File: src/rtl/mfsd_pkg.sv
`timescale 1ns / 1ps

package mfsd_pkg;

   localparam int BUF_BYTES_DEF   = 64;
   localparam int HDR_BYTES       = 8;
   localparam int HDR_IDX_W       = $clog2(HDR_BYTES);
   localparam int LEN_BYTES       = 4;
   localparam int HDR_TYPE_POS    = 2;
   localparam int HDR_ID_POS      = 3;
   localparam int HDR_LEN_POS     = HDR_BYTES - LEN_BYTES;
   localparam int BYTE_W          = 8;
   localparam int LEN_W           = 6;
   localparam int TALLY_W         = 16;
   localparam int CSR_IDX_W       = 2;

   localparam logic [LEN_W-1:0]     MAX_PAYLOAD_RST = 6'd56;
   localparam logic [TALLY_W-1:0]   TALLY_MAX       = 16'hFFFF;

   localparam logic [CSR_IDX_W-1:0] REG_MAGIC_FIRST  = 2'd0;
   localparam logic [CSR_IDX_W-1:0] REG_MAGIC_SECOND = 2'd1;
   localparam logic [CSR_IDX_W-1:0] REG_MAX_PAYLOAD  = 2'd2;

   typedef enum logic [3:0] {
      ST_IDLE,
      ST_WRITE,
      ST_PARSE,
      ST_HDR,
      ST_CHECK,
      ST_EMIT_RD,
      ST_EMIT_LD,
      ST_EMIT_EMPTY,
      ST_FRAME_DROP,
      ST_RESYNC,
      ST_SCAN
   } state_type;

   typedef struct packed {
      logic push;
      logic drop;
      logic clear;
   } ring_ctl_type;

endpackage

File: src/rtl/magic_framed_stream_deframer_unit.sv
`timescale 1ns / 1ps

// Length-prefixed frame deframer. Received bytes are taken one beat at a time
// into a circular buffer of BUF_BYTES bytes held in one synchronous RAM with a
// single read port; removing a frame or resyncing only moves the head pointer and fill count.
// Each frame is 8 header bytes (two magic bytes, type, id, 32-bit little-endian
// length) and its payload; a complete frame leaves as one result beat per
// payload byte (or one empty marker) and is then removed. A bad header makes
// the block scan the buffer for the magic pair from offset 1; an oversized
// length also bumps a saturating counter. Each input byte is accepted in ST_IDLE
// and stored in ST_WRITE; each parse attempt then reads and checks the header,
// each delivered payload byte is read and then loaded (held while rsp_ready is
// low), and a resync scans the buffer, all paced by the one RAM read port.
// No clearing pass follows reset: req_ready is high as soon as reset ends.
module magic_framed_stream_deframer_unit import mfsd_pkg::*; #(
   parameter int BUF_BYTES = BUF_BYTES_DEF
) (
   input  logic                 clock,
   input  logic                 reset,
   input  logic                 req_valid,
   output logic                 req_ready,
   input  logic [BYTE_W-1:0]    req_rx_byte,
   output logic                 rsp_valid,
   input  logic                 rsp_ready,
   output logic [BYTE_W-1:0]    rsp_frame_type,
   output logic [BYTE_W-1:0]    rsp_frame_id,
   output logic [LEN_W-1:0]     rsp_payload_length,
   output logic [BYTE_W-1:0]    rsp_payload_byte,
   output logic                 rsp_byte_present,
   output logic                 rsp_frame_end,
   output logic [TALLY_W-1:0]   rsp_oversized_count,
   input  logic                 csr_wr_en,
   input  logic [CSR_IDX_W-1:0] csr_index,
   input  logic [BYTE_W-1:0]    csr_wdata
);

   localparam int FILL_W = $clog2(BUF_BYTES + 1);
   localparam int CNT_W  = (FILL_W > 7) ? FILL_W : 7;

   state_type           state_ff, state_in;
   ring_ctl_type        ring_ctl;
   logic [FILL_W-1:0]   drop_n, rd_off, fill;
   logic [BYTE_W-1:0]   rd_data;

   logic [BYTE_W-1:0]   magic_first_ff, magic_second_ff;
   logic [LEN_W-1:0]    max_payload_ff;

   logic [BYTE_W-1:0]   byte_ff, byte_in;
   logic [FILL_W-1:0]   off_ff, off_in;
   logic [LEN_W-1:0]    k_ff, k_in;
   logic [BYTE_W-1:0]   prev_ff, prev_in;
   logic                pre_ff, pre_in;
   logic                init_rs_ff, init_rs_in;
   logic [TALLY_W-1:0]  tally_ff, tally_in;
   logic                rd_vld_ff, rd_vld_in;
   logic [FILL_W-1:0]   rd_off_ff;
   logic                issue;
   logic [BYTE_W-1:0]   hdr_ff [HDR_BYTES];
   logic [BYTE_W-1:0]   hdr_in [HDR_BYTES];

   logic                out_valid_ff, out_valid_in;
   logic [BYTE_W-1:0]   out_type_ff, out_type_in;
   logic [BYTE_W-1:0]   out_id_ff, out_id_in;
   logic [LEN_W-1:0]    out_len_ff, out_len_in;
   logic [BYTE_W-1:0]   out_byte_ff, out_byte_in;
   logic                out_present_ff, out_present_in;
   logic                out_end_ff, out_end_in;
   logic [TALLY_W-1:0]  out_count_ff, out_count_in;
   logic                load;
   logic                out_free;

   logic [LEN_W-1:0]    len6;
   logic                len_too_big;
   logic [CNT_W-1:0]    total_w;
   logic [CNT_W-1:0]    pay_off_w;
   logic                magic_ok;

   mfsd_ring #(.BUF_BYTES(BUF_BYTES)) u_ring (
      .clock   (clock),
      .reset   (reset),
      .ctl     (ring_ctl),
      .wr_data (byte_ff),
      .drop_n  (drop_n),
      .rd_off  (rd_off),
      .rd_data (rd_data),
      .fill    (fill)
   );

   assign len6        = hdr_ff[HDR_LEN_POS][LEN_W-1:0];
   assign len_too_big = (|hdr_ff[HDR_LEN_POS+1]) || (|hdr_ff[HDR_LEN_POS+2]) ||
                        (|hdr_ff[HDR_LEN_POS+3]) ||
                        (|hdr_ff[HDR_LEN_POS][BYTE_W-1:LEN_W]) || (len6 > max_payload_ff);
   assign total_w     = CNT_W'(HDR_BYTES) + CNT_W'(len6);
   assign pay_off_w   = CNT_W'(HDR_BYTES) + CNT_W'(k_ff);
   assign magic_ok    = (hdr_ff[0] == magic_first_ff) && (hdr_ff[1] == magic_second_ff);
   assign out_free    = !out_valid_ff || rsp_ready;
   assign req_ready   = (state_ff == ST_IDLE);

   always_comb begin
      state_in       = state_ff;
      byte_in        = byte_ff;
      off_in         = off_ff;
      k_in           = k_ff;
      prev_in        = prev_ff;
      pre_in         = pre_ff;
      init_rs_in     = init_rs_ff;
      tally_in       = tally_ff;
      hdr_in         = hdr_ff;
      ring_ctl       = '0;
      drop_n         = '0;
      rd_off         = off_ff;
      issue          = 1'b0;
      load           = 1'b0;
      out_type_in    = out_type_ff;
      out_id_in      = out_id_ff;
      out_len_in     = out_len_ff;
      out_byte_in    = out_byte_ff;
      out_present_in = out_present_ff;
      out_end_in     = out_end_ff;
      out_count_in   = out_count_ff;

      unique case (state_ff)
         ST_IDLE: begin
            if (req_valid) begin
               byte_in = req_rx_byte;
               if (fill == FILL_W'(BUF_BYTES)) begin
                  // full: resync and parse before the new byte goes in
                  pre_in     = 1'b1;
                  init_rs_in = 1'b1;
                  state_in   = ST_RESYNC;
               end else begin
                  state_in = ST_WRITE;
               end
            end
         end
         ST_WRITE: begin
            ring_ctl.push = 1'b1;
            state_in      = ST_PARSE;
         end
         ST_PARSE: begin
            if (fill < FILL_W'(HDR_BYTES)) begin
               pre_in   = 1'b0;
               state_in = pre_ff ? ST_WRITE : ST_IDLE;
            end else begin
               off_in   = '0;
               state_in = ST_HDR;
            end
         end
         ST_HDR: begin
            if (off_ff < FILL_W'(HDR_BYTES)) begin
               issue  = 1'b1;
               off_in = off_ff + FILL_W'(1);
            end
            if (rd_vld_ff) begin
               hdr_in[rd_off_ff[HDR_IDX_W-1:0]] = rd_data;
               if (rd_off_ff == FILL_W'(HDR_BYTES - 1)) begin
                  state_in = ST_CHECK;
               end
            end
         end
         ST_CHECK: begin
            if (!magic_ok) begin
               state_in = ST_RESYNC;
            end else if (len_too_big || (total_w > CNT_W'(BUF_BYTES))) begin
               if (tally_ff != TALLY_MAX) begin
                  tally_in = tally_ff + TALLY_W'(1);
               end
               state_in = ST_RESYNC;
            end else if (CNT_W'(fill) < total_w) begin
               pre_in   = 1'b0;
               state_in = pre_ff ? ST_WRITE : ST_IDLE;
            end else if (len6 == '0) begin
               state_in = ST_EMIT_EMPTY;
            end else begin
               k_in     = '0;
               state_in = ST_EMIT_RD;
            end
         end
         ST_EMIT_RD: begin
            rd_off   = pay_off_w[FILL_W-1:0];
            state_in = ST_EMIT_LD;
         end
         ST_EMIT_LD: begin
            rd_off = pay_off_w[FILL_W-1:0];
            if (out_free) begin
               load           = 1'b1;
               out_type_in    = hdr_ff[HDR_TYPE_POS];
               out_id_in      = hdr_ff[HDR_ID_POS];
               out_len_in     = len6;
               out_byte_in    = rd_data;
               out_present_in = 1'b1;
               out_end_in     = (k_ff == len6 - LEN_W'(1));
               out_count_in   = tally_ff;
               k_in           = k_ff + LEN_W'(1);
               state_in       = (k_ff == len6 - LEN_W'(1)) ? ST_FRAME_DROP : ST_EMIT_RD;
            end
         end
         ST_EMIT_EMPTY: begin
            if (out_free) begin
               load           = 1'b1;
               out_type_in    = hdr_ff[HDR_TYPE_POS];
               out_id_in      = hdr_ff[HDR_ID_POS];
               out_len_in     = '0;
               out_byte_in    = '0;
               out_present_in = 1'b0;
               out_end_in     = 1'b1;
               out_count_in   = tally_ff;
               state_in       = ST_FRAME_DROP;
            end
         end
         ST_FRAME_DROP: begin
            ring_ctl.drop = 1'b1;
            drop_n        = total_w[FILL_W-1:0];
            state_in      = ST_PARSE;
         end
         ST_RESYNC: begin
            if (fill < FILL_W'(2)) begin
               ring_ctl.clear = 1'b1;
               init_rs_in     = 1'b0;
               pre_in         = pre_ff && init_rs_ff;
               state_in       = init_rs_ff ? ST_PARSE : (pre_ff ? ST_WRITE : ST_IDLE);
            end else begin
               off_in   = FILL_W'(1);
               state_in = ST_SCAN;
            end
         end
         ST_SCAN: begin
            if (off_ff < fill) begin
               issue  = 1'b1;
               off_in = off_ff + FILL_W'(1);
            end
            if (rd_vld_ff) begin
               prev_in = rd_data;
               if ((rd_off_ff >= FILL_W'(2)) && (prev_ff == magic_first_ff) &&
                   (rd_data == magic_second_ff)) begin
                  // drop everything before the pair
                  ring_ctl.drop = 1'b1;
                  drop_n        = rd_off_ff - FILL_W'(1);
                  init_rs_in    = 1'b0;
                  pre_in        = pre_ff && init_rs_ff;
                  state_in      = init_rs_ff ? ST_PARSE : (pre_ff ? ST_WRITE : ST_IDLE);
               end else if (rd_off_ff == fill - FILL_W'(1)) begin
                  ring_ctl.clear = 1'b1;
                  init_rs_in     = 1'b0;
                  pre_in         = pre_ff && init_rs_ff;
                  state_in       = init_rs_ff ? ST_PARSE : (pre_ff ? ST_WRITE : ST_IDLE);
               end
            end
         end
         default: begin
            state_in = ST_IDLE;
         end
      endcase

      rd_vld_in    = issue;
      out_valid_in = load ? 1'b1 : (rsp_ready ? 1'b0 : out_valid_ff);
   end

   always_ff @(posedge clock) begin
      if (reset) begin
         state_ff        <= ST_IDLE;
         pre_ff          <= 1'b0;
         init_rs_ff      <= 1'b0;
         tally_ff        <= '0;
         rd_vld_ff       <= 1'b0;
         out_valid_ff    <= 1'b0;
         magic_first_ff  <= '0;
         magic_second_ff <= '0;
         max_payload_ff  <= MAX_PAYLOAD_RST;
      end else begin
         state_ff     <= state_in;
         pre_ff       <= pre_in;
         init_rs_ff   <= init_rs_in;
         tally_ff     <= tally_in;
         rd_vld_ff    <= rd_vld_in;
         out_valid_ff <= out_valid_in;
         if (csr_wr_en) begin
            unique case (csr_index)
               REG_MAGIC_FIRST:  magic_first_ff  <= csr_wdata;
               REG_MAGIC_SECOND: magic_second_ff <= csr_wdata;
               REG_MAX_PAYLOAD:  max_payload_ff  <= csr_wdata[LEN_W-1:0];
               default: ;
            endcase
         end
      end
   end

   always_ff @(posedge clock) begin
      byte_ff        <= byte_in;
      off_ff         <= off_in;
      k_ff           <= k_in;
      prev_ff        <= prev_in;
      rd_off_ff      <= rd_off;
      hdr_ff         <= hdr_in;
      out_type_ff    <= out_type_in;
      out_id_ff      <= out_id_in;
      out_len_ff     <= out_len_in;
      out_byte_ff    <= out_byte_in;
      out_present_ff <= out_present_in;
      out_end_ff     <= out_end_in;
      out_count_ff   <= out_count_in;
   end

   assign rsp_valid           = out_valid_ff;
   assign rsp_frame_type      = out_type_ff;
   assign rsp_frame_id        = out_id_ff;
   assign rsp_payload_length  = out_len_ff;
   assign rsp_payload_byte    = out_byte_ff;
   assign rsp_byte_present    = out_present_ff;
   assign rsp_frame_end       = out_end_ff;
   assign rsp_oversized_count = out_count_ff;

   a_fill_bounded: assert property (@(posedge clock) disable iff (reset)
      fill <= FILL_W'(BUF_BYTES))
      else $error("buffer fill beyond capacity");

   a_tally_monotonic: assert property (@(posedge clock) disable iff (reset)
      1'b1 |=> tally_ff >= $past(tally_ff))
      else $error("oversize counter went backward");

   a_load_has_header: assert property (@(posedge clock) disable iff (reset)
      load |-> fill >= FILL_W'(HDR_BYTES))
      else $error("result beat loaded without a full header in the buffer");

   a_marker_ends_frame: assert property (@(posedge clock) disable iff (reset)
      (rsp_valid && !rsp_byte_present) |-> (rsp_frame_end && rsp_payload_length == '0))
      else $error("empty marker not flagged as frame end");

endmodule

File: src/rtl/mfsd_ring.sv
`timescale 1ns / 1ps

module mfsd_ring import mfsd_pkg::*; #(
   parameter int BUF_BYTES = BUF_BYTES_DEF,
   localparam int ADDR_W = $clog2(BUF_BYTES),
   localparam int FILL_W = $clog2(BUF_BYTES + 1)
) (
   input  logic              clock,
   input  logic              reset,
   input  ring_ctl_type      ctl,
   input  logic [BYTE_W-1:0] wr_data,
   input  logic [FILL_W-1:0] drop_n,
   input  logic [FILL_W-1:0] rd_off,
   output logic [BYTE_W-1:0] rd_data,
   output logic [FILL_W-1:0] fill
);

   localparam int SUM_W = $clog2(2 * BUF_BYTES);

   logic [BYTE_W-1:0] mem [BUF_BYTES];
   logic [BYTE_W-1:0] rd_data_ff;
   logic [ADDR_W-1:0] head_ff, head_in;
   logic [FILL_W-1:0] fill_ff, fill_in;
   logic [ADDR_W-1:0] wr_addr, rd_addr;

   // offset from the head, folded back into the buffer
   function automatic logic [ADDR_W-1:0] wrap_add(input logic [ADDR_W-1:0] base,
                                                  input logic [FILL_W-1:0] off);
      logic [SUM_W-1:0] s;
      logic [SUM_W-1:0] d;
      s = SUM_W'(base) + SUM_W'(off);
      d = s - SUM_W'(BUF_BYTES);
      return (s >= SUM_W'(BUF_BYTES)) ? d[ADDR_W-1:0] : s[ADDR_W-1:0];
   endfunction

   assign wr_addr = wrap_add(head_ff, fill_ff);
   assign rd_addr = wrap_add(head_ff, rd_off);

   always_comb begin
      head_in = head_ff;
      fill_in = fill_ff;
      if (ctl.clear) begin
         fill_in = '0;
      end else if (ctl.drop) begin
         if (drop_n >= fill_ff) begin
            fill_in = '0;
         end else begin
            head_in = wrap_add(head_ff, drop_n);
            fill_in = fill_ff - drop_n;
         end
      end else if (ctl.push) begin
         fill_in = fill_ff + FILL_W'(1);
      end
   end

   always_ff @(posedge clock) begin
      if (reset) begin
         head_ff <= '0;
         fill_ff <= '0;
      end else begin
         head_ff <= head_in;
         fill_ff <= fill_in;
      end
   end

   always_ff @(posedge clock) begin
      if (ctl.push) begin
         mem[wr_addr] <= wr_data;
      end
      rd_data_ff <= mem[rd_addr];
   end

   assign rd_data = rd_data_ff;
   assign fill    = fill_ff;

endmodule

File: config.mk
export PLATFORM = sky130hd
export DESIGN_NAME = magic_framed_stream_deframer_unit
export DESIGN_NICKNAME = d
export VERILOG_FILES = /design/src/rtl/mfsd_pkg.sv /design/src/rtl/magic_framed_stream_deframer_unit.sv /design/src/rtl/mfsd_ring.sv
export SDC_FILE = /design/constraint.sdc
export NUM_CORES = 1
export LEC_CHECK = 0
export ABC_AREA = 1
export BUFFER_PORTS_ARGS = -buffer_cell sky130_fd_sc_hd__buf_4
export CAP_MARGIN = 20
export CORE_MARGIN = 3
export CORE_UTILIZATION = 55
export CTS_CLUSTER_SIZE = 28
export DETAILED_ROUTE_END_ITERATION = 12
export PLACE_DENSITY = 0.74
export SLEW_MARGIN = 25
export SYNTH_ARGS = -nofsm -noshare
export SYNTH_HDL_FRONTEND = slang
export SYNTH_HIERARCHICAL = 1
export SYNTH_SLANG_ARGS = --single-unit
export TNS_END_PERCENT = 100
File: constraint.sdc
create_clock -name clock -period 3.33 [get_ports clock]
set_input_delay 0.333 -clock clock [delete_from_list [all_inputs] [get_ports clock]]
set_output_delay 0.333 -clock clock [all_outputs]
set_load 0.03 [all_outputs]
==> flow_summary.toml <==
[timing]
fin_setup_tns_ns = 0
fin_crit_sh_pct = 99.0
final_max_slew_viol_count = 0
finalSetupViolations = 0
rsz0062_at_grt = "true"
finClkSkew_ns = 0.0280
hold_ws_ns = 0.0551
min_period_ns = 3.30
slew_headroom_pct = 40.9
final.setup.worst_slack_ns = 0.0326
hold_violations = 0
fmax_mhz = 303
tightest_slew_ns = 0.887

[clock_tree]
cts_htree_levels = 3
cts_sinks = 727
cts_buffers = 74
clockRootBuffer = "clkbuf_16"
worstSkewPairLatency_ns = 0.63
clk_path_buf_depth = 3
cts_tree = "built"
path_clk_slew_ns = 0.06

[detailed_routing]
drt_iter0_drc = 2393
drt_wl_total_um = 82500
drt_pass1_iterations = 6
routedWlPerCell_um = 18.3
viasPerCell = 5.37
drtAntennaViolNets = 0
remaining_drc_errors = 0
vias = 24200

[power_and_ir_drop]
ir_drop_mv = 0.508
intPower_mw = 18.6
p_per_area_nw_per_um2 = 699
seqPwrFrac_pct = 40.3
finalPower_mw = 27.5
p_comb_share_pct = 28.3
p_sw_share_pct = 32.4
switchingPower_mw = 8.91
p_leak_nw = 16.9
pwr-share-clk_pct = 31.4

[cells_and_area]
fill_cells = 4407
area_growth_pct = 18.7
fin_cells = 4506
fin_area_um2 = 39300
drive_above_1_share_pct = 13.3
antenna-diode-count = 0
layout.nets = 3753
utilization_pct = 66.3

[status]
status = "finished, final reports clean"

[synth]
synth_top_area_share_pct = 59.3
synthFlopType = "edfxtp_1"
syn-cell-area_um2 = 33100
synth-simple-area-share_pct = 22.2
synth_top_cell_by_area = "edfxtp_1"
synthCells = 3419
yosys-top-cells-area = "edfxtp_1 59%, nand2_1 13%, inv_1 5.4%"
synth_compound_area_share_pct = 2.75
synth-xor-area-share_pct = 2.08
ys_types = 50
yosysSeqAreaShare_pct = 63.7
synth_edf_count = 653
synth.avg_cell_area_um2 = 9.68
synth_top_family_by_area = "simple AND/OR/NAND/NOR gates"
synthAdderAreaFrac_pct = 2.28
ys_ff_latch = 727
muxShareOfSynthArea_pct = 0
synthArstFlopShare_pct = 0
synth_nets = 3500
synth_warnings = 6

[floorplanning]
core_area_um2 = 59200
rows = 89
ioPinCount = 73
die_h_um = 251
dieArea_um2 = 63100
start_util_pct = 55.9
fp.dieW_um = 251

[critical_path]
critPathCaptureType = "flip-flop"
cp.arrival_ns = 3.81
start_kind = "flip-flop"
critPathMaxFanout = 7
critical_path_required_ns = 3.84
critPathKind = "reg2reg"

[placed_design]
dp_cells = 4330
port_buffers = 72
hpwl_um = 50700
place_ws_ns = -0.292
placedInstanceArea_um2 = 35800
place_congestion = 0.920

[grt]
grt_overflow_total = 0
antenna_found_initial = 0
grt_usage_pct = 25.4
grt_start_max_net_pins = 130
grt_pass1_wl_um = 124000
grt_pass1_vias = 22500

[job]
max_cap_viol_count = 0

[min_path]
hold_path_class = "in2reg"
==> cell usage in the layout, fill, tap and decap left out, types with 62 or more instances in the layout <==
cell       netlist  final
edfxtp_1       653    653
o21ai_0         66     62
dfxtp_1         74     69
nor2_1         251    242
clkbuf_16        0     86
nand2_1       1129   1112
buf_4            3    238
inv_1          474    467
nand3_1        339    311
a21oi_1         67     66
==> cell usage after synthesis (all sizes together) (22+ instances only) <==
library cell and n:
nand3 341, inv 479, a21oi 68, clkbuf 77, nand4 25, dfxtp 74, nor3 24, buf 40
o21ai 67, xnor2 22, edfxtp 653, nand2 1130, ha 54, nor2 257, xor2 55
==> critical path, cell delays in order, from the launching register on <==
cell and delay [ns]:
dfxtp_2 0.32, inv_2 0.06, nor2_4 0.04, inv_4 0.07
nor2_4 0.05, nor2_4 0.19, nand2_2 0.11, o21ai_4 0.09
ha_4 0.17, inv_2 0.04, fa_4 0.96, clkinv_8 0.18
buf_8 0.17, buf_12 0.12, nand3_1 0.10, nand3_1 0.09
nand2_1 0.08, nand2_2 0.08, nand3_1 0.09, nand2_1 0.07
nand2_1 0.05, nand2_1 0.05
==> final timing paths <==
check	from	end	slack, ns	depth (start not counted)
hold reg to reg	hdr_ff[38]$_DFFE_PP_	rsp_frame_id[6]$_DFFE_PP_	0.42	0
setup reg to reg	state_ff[2]$_SDFFE_PP0P_	u_ring/rd_data[3]$_DFF_P_	0.03	21
setup / recovery	state_ff[2]$_SDFFE_PP0P_	u_ring/rd_data[3]$_DFF_P_	0.03	21
hold / removal	csr_wdata[2]	max_payload_ff[2]$_SDFFE_PP0P_	0.06	3
==> metal layers <==
metal | wire length [um] | global-route usage [%]
met1 | 32600 | 33.7
met2 | 39400 | 42.1
met3 | 7220 | 4.13
met4 | 3210 | 10.0
met5 | 0 | 0
==> sequential cells by signal, indices dropped and copies added, names as in the netlist, 4 cells and up <==
register	flops
off_ff	7
magic_first_ff	8
magic_second_ff	8
rsp_frame_type	8
rsp_frame_id	8
rsp_payload_length	6
u_ring/head_ff	6
max_payload_ff	6
state_ff	4
rd_off_ff	7
rsp_payload_byte	8
u_ring/mem	512
byte_ff	8
hdr_ff	64
u_ring/fill	7
tally_ff	16
rsp_oversized_count	16
prev_ff	8
u_ring/rd_data	8
k_ff	6
==> kinds of logic after synthesis <==
family / after synthesis
buffers and inverters: 599
adders and majority gates: 58
and+or+nand+nor: 1793
DFF: 727
AOI/OAI and AO/OA: 165
xor gates and xnor gates: 77
==> layout make-up <==
cell class	instances	area [um^2]	area share [%]
clock buffers	96	2030	5.16
clock inverters	41	519	1.32
inverters	482	1830	4.66
multi-input cells	2093	10100	25.7
flip-flops and latches	727	21100	53.7
well taps	773	967	2.46
repair buffers	292	2730	6.95
repair inverters	2	17.5	0.0446
==> timing repair <==
| action | CTS | global route |
|---|---|---|
| hold endpoints to repair | 22 | 0 |
| endpoints found under the setup margin | 8 | 85 |
| buffers inserted | 1 | 11 |
| hold buffers | 15 | 0 |
| pin swaps | 2 | 31 |
| gates cloned | 1 | 12 |
| resized for setup | 9 | 101 |
==> power by group through the flow <==
stage               sequential (mW)  clock [mW]  combinational [mW]
floorplan                      11.4           0                3.99
CTS                            11.1        8.73                7.08
global placement               11.2           0                6.87
detailed placement             11.2           0                6.96
finish                         11.1        8.62                7.78
global route                   11.1        9.12                8.47
Power figures use the tool's default switching activity.
